==> src/design/adab_pkg.sv <==
`timescale 1ns / 1ps
`default_nettype none

package adab_pkg;

    localparam int MAX_WIDTH   = 4096;
    localparam int MAX_HEIGHT  = 4096;

    localparam int PIX_W       = 12;
    localparam int CRD_W       = 14;
    localparam int CH_W        = 8;
    localparam int CH_MAX      = 255;
    localparam int RAD_W       = 16;
    localparam int OPA_W       = 16;
    localparam int OPA_FRAC    = 14;
    localparam int COL_W       = 16;

    localparam int CFG_IDX_W   = 3;
    localparam int CFG_DATA_W  = 16;
    localparam int RST_RADIUS  = 256;
    localparam int RST_OPACITY = 16384;
    localparam int RST_COLOR   = 32768;

    // offsets in half pixels
    localparam int OFS_W       = 16;
    localparam int SQ1_W       = 30;
    localparam int SQR_W       = SQ1_W + 1;
    localparam int SQRT_SHIFT  = 14;

    localparam int ROOT_W      = 24;
    localparam int RADICAND_W  = 2 * ROOT_W;
    localparam int SQRT_STEPS  = 2;
    localparam int SQRT_STG    = ROOT_W / SQRT_STEPS;
    localparam int SREM_W      = ROOT_W + 2;

    // inside term: 3*d*2^16 / (20*r), quotient below 2^14
    localparam int ALPHA_FRAC  = 16;
    localparam int QUO_W       = 14;
    localparam int DIV_STEPS   = 2;
    localparam int DIV_STG     = QUO_W / DIV_STEPS;
    localparam int DEN_W       = 21;
    localparam int DREM_W      = DEN_W + 1;
    localparam int D3_W        = RAD_W + 2;

    // alpha stages: compare and set-up, quotient stages, opacity
    localparam int ALPHA_STG   = DIV_STG + 2;

    localparam int ALPHA_W     = ALPHA_FRAC + 1;
    localparam int ALPHA_ONE   = 65536;
    localparam int ALPHA_MIN   = 196;

    // ring term: 576*(512-e)/5, /5 by reciprocal ceil(2^22/5), exact below 2^22
    localparam int RING_LEN    = 512;
    localparam int RING_V_W    = 10;
    localparam int RING_X_W    = 19;
    localparam int RING_GAIN   = 576;
    localparam int RECIP5      = 838861;
    localparam int RECIP5_W    = 20;
    localparam int RECIP5_SH   = 22;
    localparam int RING_PROD_W = RING_X_W + RECIP5_W;
    localparam int RING_W      = 16;

    localparam int AMUL_W      = ALPHA_W + OPA_W;
    localparam int ASCALED_W   = AMUL_W - OPA_FRAC;
    localparam int CMUL_W      = ALPHA_W + COL_W;
    localparam int CADD_W      = 10;
    localparam int CSUM_W      = CADD_W + 1;

    typedef enum logic [CFG_IDX_W-1:0] {
        CFG_CENTER_X    = 3'd0,
        CFG_CENTER_Y    = 3'd1,
        CFG_RADIUS_Q8   = 3'd2,
        CFG_OPACITY_Q14 = 3'd3,
        CFG_COLOR_RED   = 3'd4,
        CFG_COLOR_GREEN = 3'd5,
        CFG_COLOR_BLUE  = 3'd6
    } cfg_idx_t;

    typedef struct packed {
        logic signed [CRD_W-1:0] center_x;
        logic signed [CRD_W-1:0] center_y;
        logic [RAD_W-1:0]        radius_q8;
        logic [OPA_W-1:0]        opacity_q14;
        logic [COL_W-1:0]        color_red;
        logic [COL_W-1:0]        color_green;
        logic [COL_W-1:0]        color_blue;
    } cfg_t;

    typedef struct packed {
        logic [CH_W-1:0] cur_red;
        logic [CH_W-1:0] cur_green;
        logic [CH_W-1:0] cur_blue;
        logic            in_frame;
    } pix_side_t;

endpackage

`default_nettype wire

==> src/design/adab_alpha.sv <==
`timescale 1ns / 1ps
`default_nettype none

module adab_alpha
    import adab_pkg::*;
(
    input  wire logic              clk,
    input  wire logic              rst_n,
    input  wire cfg_t              cfg,
    input  wire logic              src_valid,
    output logic                   src_ready,
    input  wire logic [ROOT_W-1:0] dist_q8,
    input  wire pix_side_t         side_in,
    output logic                   dst_valid,
    input  wire logic              dst_ready,
    output logic [ASCALED_W-1:0]   alpha_scaled,
    output pix_side_t              side_out
);

    typedef struct packed {
        logic [DREM_W-1:0]   rem;
        logic [RING_X_W-1:0] x;
        logic                in_disk;
        logic                ring_on;
    } pp_t;

    typedef struct packed {
        logic [DREM_W-1:0] rem;
        logic [QUO_W-1:0]  quo;
        logic [RING_W-1:0] ring;
        logic              in_disk;
        logic              ring_on;
    } dv_stage_t;

    logic [ALPHA_STG-1:0] valid_src;
    logic [ALPHA_STG-1:0] valid_reg;
    logic [ALPHA_STG-1:0] rdy;
    pix_side_t            side_src [ALPHA_STG];
    pix_side_t            side_reg [ALPHA_STG];

    pp_t                  pp_next;
    pp_t                  pp_reg;
    logic [ROOT_W-1:0]    r_ext;
    logic [ROOT_W-1:0]    e;
    logic [RING_V_W-1:0]  v;
    logic [D3_W-1:0]      d3;
    logic [DEN_W-1:0]     den;
    logic [DREM_W-1:0]    den_ext;
    logic                 r_zero;

    dv_stage_t            dv_src  [DIV_STG];
    dv_stage_t            dv_next [DIV_STG];
    dv_stage_t            dv_reg  [DIV_STG];

    dv_stage_t            dv_last;
    logic [ALPHA_W-1:0]   alpha;
    logic [AMUL_W-1:0]    amul;
    logic [ASCALED_W-1:0] a_reg;

    function automatic logic [RING_W-1:0] ring_of(input logic [RING_X_W-1:0] x);
        logic [RING_PROD_W-1:0] p;
        p = RING_PROD_W'(x) * RING_PROD_W'(RECIP5);
        return p[RECIP5_SH +: RING_W];
    endfunction

    function automatic dv_stage_t div_steps(input dv_stage_t s, input logic [DREM_W-1:0] dv);
        dv_stage_t         o;
        logic [DREM_W-1:0] t;
        o = s;
        for (int k = 0; k < DIV_STEPS; k++)
        begin
            t = {o.rem[DREM_W-2:0], 1'b0};
            if (t >= dv)
            begin
                o.rem = t - dv;
                o.quo = {o.quo[QUO_W-2:0], 1'b1};
            end
            else
            begin
                o.rem = t;
                o.quo = {o.quo[QUO_W-2:0], 1'b0};
            end
        end
        return o;
    endfunction

    always_comb
    begin
        r_ext           = ROOT_W'(cfg.radius_q8);
        e               = dist_q8 - r_ext;
        v               = RING_V_W'(RING_LEN) - e[RING_V_W-1:0];
        d3              = D3_W'(dist_q8[RAD_W-1:0]) + D3_W'({dist_q8[RAD_W-1:0], 1'b0});
        pp_next.in_disk = dist_q8 <= r_ext;
        pp_next.ring_on = (dist_q8 > r_ext) && (e < ROOT_W'(RING_LEN));
        pp_next.x       = RING_X_W'(v) * RING_X_W'(RING_GAIN);
        pp_next.rem     = DREM_W'({d3, {(ALPHA_FRAC-QUO_W){1'b0}}});
        den             = DEN_W'({cfg.radius_q8, 4'b0000}) + DEN_W'({cfg.radius_q8, 2'b00});
        den_ext         = DREM_W'(den);
        r_zero          = cfg.radius_q8 == '0;
    end

    for (genvar k = 0; k < ALPHA_STG; k++)
    begin : g_ctl
        if (k == 0)
        begin : g_first
            assign valid_src[k] = src_valid;
            assign side_src[k]  = side_in;
        end
        else
        begin : g_next
            assign valid_src[k] = valid_reg[k-1];
            assign side_src[k]  = side_reg[k-1];
        end

        if (k == ALPHA_STG - 1)
        begin : g_last_rdy
            assign rdy[k] = !valid_reg[k] || dst_ready;
        end
        else
        begin : g_mid_rdy
            assign rdy[k] = !valid_reg[k] || rdy[k+1];
        end

        always_ff @(posedge clk or negedge rst_n)
        begin
            if (!rst_n)
            begin
                valid_reg[k] <= 1'b0;
            end
            else if (rdy[k])
            begin
                valid_reg[k] <= valid_src[k];
            end
        end

        always_ff @(posedge clk)
        begin
            if (rdy[k])
            begin
                side_reg[k] <= side_src[k];
            end
        end
    end

    always_ff @(posedge clk)
    begin
        if (rdy[0])
        begin
            pp_reg <= pp_next;
        end
    end

    for (genvar j = 0; j < DIV_STG; j++)
    begin : g_div
        if (j == 0)
        begin : g_first
            assign dv_src[j] = {pp_reg.rem, {QUO_W{1'b0}}, ring_of(pp_reg.x),
                                pp_reg.in_disk, pp_reg.ring_on};
        end
        else
        begin : g_next
            assign dv_src[j] = dv_reg[j-1];
        end

        assign dv_next[j] = div_steps(dv_src[j], den_ext);

        always_ff @(posedge clk)
        begin
            if (rdy[j+1])
            begin
                dv_reg[j] <= dv_next[j];
            end
        end
    end

    always_comb
    begin
        dv_last = dv_reg[DIV_STG-1];
        if (dv_last.in_disk)
        begin
            if (r_zero)
            begin
                alpha = ALPHA_W'(ALPHA_ONE);
            end
            else
            begin
                alpha = ALPHA_W'(ALPHA_ONE) - ALPHA_W'(dv_last.quo);
            end
        end
        else if (dv_last.ring_on)
        begin
            alpha = ALPHA_W'(dv_last.ring);
        end
        else
        begin
            alpha = '0;
        end
        amul = AMUL_W'(alpha) * AMUL_W'(cfg.opacity_q14);
    end

    always_ff @(posedge clk)
    begin
        if (rdy[ALPHA_STG-1])
        begin
            a_reg <= amul[AMUL_W-1:OPA_FRAC];
        end
    end

    assign src_ready    = rdy[0];
    assign dst_valid    = valid_reg[ALPHA_STG-1];
    assign alpha_scaled = a_reg;
    assign side_out     = side_reg[ALPHA_STG-1];

endmodule

`default_nettype wire

==> config.mk <==
export PLATFORM = sky130hd
export DESIGN_NAME = adab_alpha
export DESIGN_NICKNAME = d
export VERILOG_FILES = /design/src/design/adab_pkg.sv /design/src/design/adab_alpha.sv
export SDC_FILE = /design/constraint.sdc
export NUM_CORES = 2
export LEC_CHECK = 0
export BUFFER_PORTS_ARGS = -buffer_cell sky130_fd_sc_hd__buf_2
export CORE_MARGIN = 1
export CORE_UTILIZATION = 61
export DETAILED_ROUTE_END_ITERATION = 8
export HOLD_SLACK_MARGIN = 0.08
export PLACE_DENSITY_LB_ADDON = 0.12
export SLEW_MARGIN = 5
export SYNTH_ARGS = -nofsm -noshare
export SYNTH_HDL_FRONTEND = slang
export SYNTH_SLANG_ARGS = --single-unit
==> constraint.sdc <==
create_clock -name clk -period 9.3 [get_ports clk]
set_clock_uncertainty 0.1 [all_clocks]
set_input_delay 0 -clock clk [delete_from_list [all_inputs] [get_ports clk]]
set_output_delay 0 -clock clk [all_outputs]
set_load 0.01 [all_outputs]
After elaboration in Yosys (flattened, before gate mapping)
Memory sizes are Yosys's and may differ from the RTL's.
Cells that the tools add are included.
{"block": "word_totals", "ram_bits": 603, "word_cells": 110, "in_bits": 161, "ff_bits": 61, "memories": 2}
{"name": "dv_reg", "depth": 7, "width": 54, "read_ports": 7, "rd_ports_with_merged_regs": 0, "write_ports": 7, "line_no": "adab_alpha.sv:53", "rtl": "dv_stage_t dv_reg [DIV_STG];"}
{"name": "side_reg", "depth": 9, "width": 25, "read_ports": 9, "rd_ports_with_merged_regs": 0, "write_ports": 9, "line_no": "adab_alpha.sv:39", "rtl": "pix_side_t side_reg [ALPHA_STG];"}
{"block": "classes", "order_cmp": 17, "n_mux": 35, "reduce_logical": 20, "n_addsub": 19, "n_mul": 3}
{"cell": "$ge A22 B21 Y1", "count": 13}
{"cell": "$mux W36", "count": 7}
{"cell": "$mux W35", "count": 7}
{"cell": "$sub A22 B21 Y22", "count": 7}
{"cell": "$sub A21 B21 Y21", "count": 7}
{"cell": "$mux W17", "count": 2}
{"cell": "$mul A17 B16 Y33", "count": 1}
{"cell": "$mul A13 B20 Y32 const B", "count": 1}
{"cell": "$gt A24 B16 Y1", "count": 1}
{"cell": "$le A24 B16 Y1", "count": 1}
{"cell": "$lt A24 B10 Y1 const B", "count": 1}
{"cell": "$sub A24 B16 Y24", "count": 1}
{"cell": "$add A20 B18 Y21", "count": 1}
{"cell": "$ge A21 B21 Y1", "count": 1}
{"cell": "$add A16 B17 Y18", "count": 1}
{"cell": "$mux W1", "count": 18}
{"cell": "$sub A17 B14 Y17 const A", "count": 1}
{"cell": "$logic_not A16 Y1", "count": 1}
{"cell": "$mux W16", "count": 1}
{"cell": "$mul A10 B4 Y13 const B", "count": 1}
{"cell": "$sub A10 B10 Y10 const A", "count": 1}
{"cell": "$logic_not A1 Y1", "count": 9}
{"cell": "$logic_or A1 B1 Y1", "count": 9}
{"cell": "$logic_and A1 B1 Y1", "count": 1}

Depth between registers and ports, before layout
{"block": "depth", "ltp_word": 12, "ltp_mapped": 34, "mapped_depth_nobuf": 32}

Worst setup path before layout
OpenSTA, ideal clock, no wires.
{"block": "synth_path", "path_type": "register -> register", "start": "mem dv_reg[6][26] (netlist name)", "end": "reg a_reg[16], in the netlist alpha_scaled[16] (data pin)", "arrival_time_ps": 7441, "setup_ps": 259, "path_slack_ps": 1500, "n_path_buf": 1, "path_stages_with_launch": 27, "cell_sequence": "edfxtp_1 -> or4_1 -> nor4_1 -> or3b_2 -> a21oi_1 -> clkbuf_1 -> nand2_1 -> fa_1 -> fa_1 -> inv_1 -> fa_1 -> fa_1 -> fa_1 -> inv_1 -> fa_1 -> inv_1 -> ha_1 -> a21o_1 -> a21o_1 -> a21oi_1 -> o21ai_0 -> a31oi_1 -> o31ai_1 -> a211oi_1 -> o21bai_1 -> a21o_1 -> xor2_1"}
{"item": "start, declared", "line_no": "adab_alpha.sv:53"}
{"item": "end signal, assigned", "line_no": "adab_alpha.sv:205", "rtl": "a_reg <= amul[AMUL_W-1:OPA_FRAC];"}
{"item": "end, declared", "line_no": "adab_alpha.sv:58", "rtl": "logic [ASCALED_W-1:0] a_reg;"}

==> results.md <==
Placement:
- The routability congestion estimate from global placement is around 0.9.
- The count of buffers inserted at the top-level ports is 130.
- Once detailed placement completed, the half-perimeter wirelength came to 74.85 mm.

Worst setup path:
- The startpoint identified for the worst register-to-register timing path is dv_reg[6][20]$_DFFE_PP_.
- For this design, the slowest cell found on the critical path is fa_1.
- The setup check on the worst reg-to-reg path leaves a slack of about 0.66 ns.
- The kind of critical path is reg2reg.
- Data on the critical path is required at its endpoint by 9.59 ns.
- The count of cells along the worst register-to-register path is 26.
- The worst setup path is captured at a flop.
- The element type at the critical path start is a flop.
- Grouping stages by cell kind, the critical path spends the most delay in adder cells.
- For this run, the slowest stage of the critical path takes around 0.55 ns.
- The critical path crosses 26 cells after its start point.
- The worst register-to-register path ends at alpha_scaled[18]$_DFFE_PP_.
- The most numerous cell type found on the critical path is fa_1.
- The critical-path maximum fanout is 8.
- Data arrives at the worst endpoint at approximately 8.9 ns.
- The critical path buffer and inverter count is 4.

CTS:
- The clock sink count is just under 600.
- The number of levels the H-tree was split into is 2.
- Buffers inserted during clock tree synthesis total 60.
- In this run the deepest clock path goes through 3 buffers.
- The cell at the root of the clock tree is clkbuf_16.
- After clock tree synthesis, the clock-pin slew on the worst setup and hold paths is ~0.060 ns.
- The setup fix buffers added after clock tree synthesis is 0.
- TritonCTS built the clock tree.
- The clock latency on the worst-skew pair is 0.67 ns.

Floorplan:
- The effective utilization at floorplan is 61.75%.
- The number of rows in the core area is 100.
- The floorplan step set the die height to between 200 and 300 um.
- The floorplan step defined a die boundary enclosing approximately 76000 um^2.
- The die is between 200 and 300 um wide.
- The core outline area is ~74000 um^2.
- During I/O placement, the number of pins put on the boundary was around 210.

Logic synthesis:
- Among all flip-flop cells after synthesis, the most frequent one is edfxtp_1.
- Yosys mapped a number of flops with a built-in enable equal to 573.
- edfxtp_1 is the most common cell in the netlist.
- Summing the sequential cell areas from Yosys gives approximately 38% of the chip area.
- The mean instance size in the synthesized netlist is between 10 and 15 um^2.
- Yosys mapped the design onto 94 distinct sky130hd cell types.
- The Yosys step of the flow raised 0 warnings.
- The proportion of synthesized flip-flops having asynchronous set or reset is 1.546%.
- The summed instance area of the synthesized netlist is about 46000 um^2.
- The largest area contributor in the synthesized netlist is edfxtp_1.
- The number of instances in the synthesized netlist is 4170.
- The top cell type by area accounts for between 30% and 40% of the synthesized area.
- In this run, synthesis produced a sequential element count of between 500 and 600.
- The commonest cells after synthesis are edfxtp_1, ha_1, inv_1, nand2_1, fa_1.
- In the post-synthesis netlist, the biggest area contributors are edfxtp_1, ha_1, fa_1, xnor2_1, mux2_2.
- The number of nets in the synthesized netlist is slightly above 5000.

Global route:
- The via count of the first global-routing pass is approximately 32000.
- The total overflow left after global routing is 0.
- The largest net degree at the start of global routing is 73.
- The wire length of the first global-routing pass is between 150 and 200 mm.
- For this run, the total global-route usage over all layers was measured as between 20% and 30%.
- The initial antenna violation count came to 4.

Detailed routing:
- The remaining antenna violation count after routing is 0.
- In this run, the number of DRC markers left after iteration 0 of detailed routing was 1834.
- The via count is 31609.
- The detailed-route vias per instance is between 5 and 6.
- The routed design has slightly above 100 mm of wire.
- The number of search-and-repair iterations in the first detailed-routing pass is 5.
- In the routed design, unresolved DRC markers number 0.
- The wire length per cell is 18.52 um.

Finish:
- Relative to the synthesized area, the layout overhead comes to 10.56%.
- The number of nets at the end of the flow is about 5400.
- The number of fill cells in the layout is 5516.
- The register with the most flip-flops in the layout has around 300 of them.
- The post-route netlist has between 10% and 20% of its cells at a drive strength greater than 1.

STA:
- Setup violations remaining at the end of the flow were counted as 0.
- Measured against its own limit, the worst slew margin works out to between 20% and 30%.
- Subtracting the final worst setup slack from the clock period gives about 8.6 ns.
- The total negative setup slack is 0 ns.
- The slew of the pin with the lowest slew margin is approximately 1.1 ns.
- The highest attainable clock frequency is 0.1158 GHz.
- Setup repair after global routing left no endpoint under its margin.
- The number of slew-limit violations in the final report is 0.
- The final count of hold timing violations was 0.
- Dividing the final minimum period by the clock period gives between 90 and 100%.

Status:
- The flow ran to the end, and the final reports show no timing, DRC or antenna violations.

Hold path:
- Along the worst hold path, the cell count comes to 5.
- The startpoint identified for the worst hold timing path is cfg[66].
- The tightest min-delay check is of the in2reg type.
- The hold-critical path endpoint is pp_reg[10]$_DFFE_PP_.

Flow run:
- The number of max-cap violations is 0.
cell usage in the layout (no fill, tap or decap), types with 60 or more instances in the layout:
master / count
inv_1: 402
fa_1: 271
ha_1: 505
dlygate4sd3_1: 96
mux2_2: 142
o21ai_0: 154
and2_1: 140
buf_2: 130
nand2_1: 303
nor2_1: 234
a21oi_1: 239
clkbuf_16: 60
edfxtp_1: 573
xor2_1: 94
xnor2_1: 178
nor3_1: 78
a21o_1: 101
worst max path at each step:
stage | slack (ns) | from | end
floorplan | 1.50 | dv_reg[6][26]$_DFFE_PP_ | alpha_scaled[16]$_DFFE_PP_
global placement | 0.62 | dv_reg[6][20]$_DFFE_PP_ | alpha_scaled[18]$_DFFE_PP_
detailed placement | 0.44 | dv_reg[6][20]$_DFFE_PP_ | alpha_scaled[18]$_DFFE_PP_
CTS | 0.39 | dv_reg[6][20]$_DFFE_PP_ | alpha_scaled[18]$_DFFE_PP_
global route | 0.15 | dv_reg[6][20]$_DFFE_PP_ | alpha_scaled[18]$_DFFE_PP_
finish | 0.66 | dv_reg[6][20]$_DFFE_PP_ | alpha_scaled[18]$_DFFE_PP_
timing repair:
action,in CTS,in global routing
endpoints found under the hold margin,102,0
hold buffers,96,0
resized for setup,0,1
setup endpoints to repair,0,1
kinds of logic (layout without fill, tap and decap cells):
group / count (synthesis) / in the layout / share of synthesized area (%)
mux: 165 / 165 / 4.085
buf+inv: 508 / 803 / 4.417
fa+ha+maj: 776 / 776 / 25.54
other cells: 0 / 2 / 0
simple gates: 1059 / 1059 / 11.29
compound gates: 795 / 795 / 11.32
xor+xnor: 285 / 285 / 5.430
flops: 582 / 582 / 37.92
tightest hold or removal path: cells and delay by family:
kind       cells  cell delay, ns
buf+inv        2            0.19
xor+xnor       2            0.33
fa+ha+maj      1            0.19
through the flow:
stage	cells	area (um^2)	hold slack, ns	util [%]	setup slack (ns)
2_1_floorplan	4170	45970	-0.3956	-	1.500
3_3_place_gp	5226	47920	-0.2401	64.37	0.6158
3_5_place_dp	5226	47920	-0.2339	64.37	0.4444
4_1_cts	5434	50820	0.1017	68.26	0.3878
5_1_grt	5436	50830	0.1566	68.27	0.1514
6_report	5436	50830	0.1446	68.27	0.6620
layer usage:
metal | part of all wire (%) | wire length [um] | GRT usage (%)
met4 | 2.7 | 2682 | 7.678
met1 | 44 | 44270 | 34.72
met5 | 0.016 | 16 | 0
met2 | 49 | 49390 | 46.83
met3 | 4.3 | 4323 | 3.211
final cells by class:
class	instances	area (um^2)	area share, %
Timing Repair Buffer	284	2047	4.027
Inverter	407	1528	3.006
Multi-Input combinational cell	3080	26670	52.47
Clock buffer	73	1550	3.050
Antenna cell	2	5.005	0.009847
Clock inverter	39	384.1	0.7557
Tap cell	969	1212	2.385
Sequential cell	582	17430	34.30
Power is not shown: default switching activity piles up to over one toggle a cycle in this logic, so the estimate is an artifact.
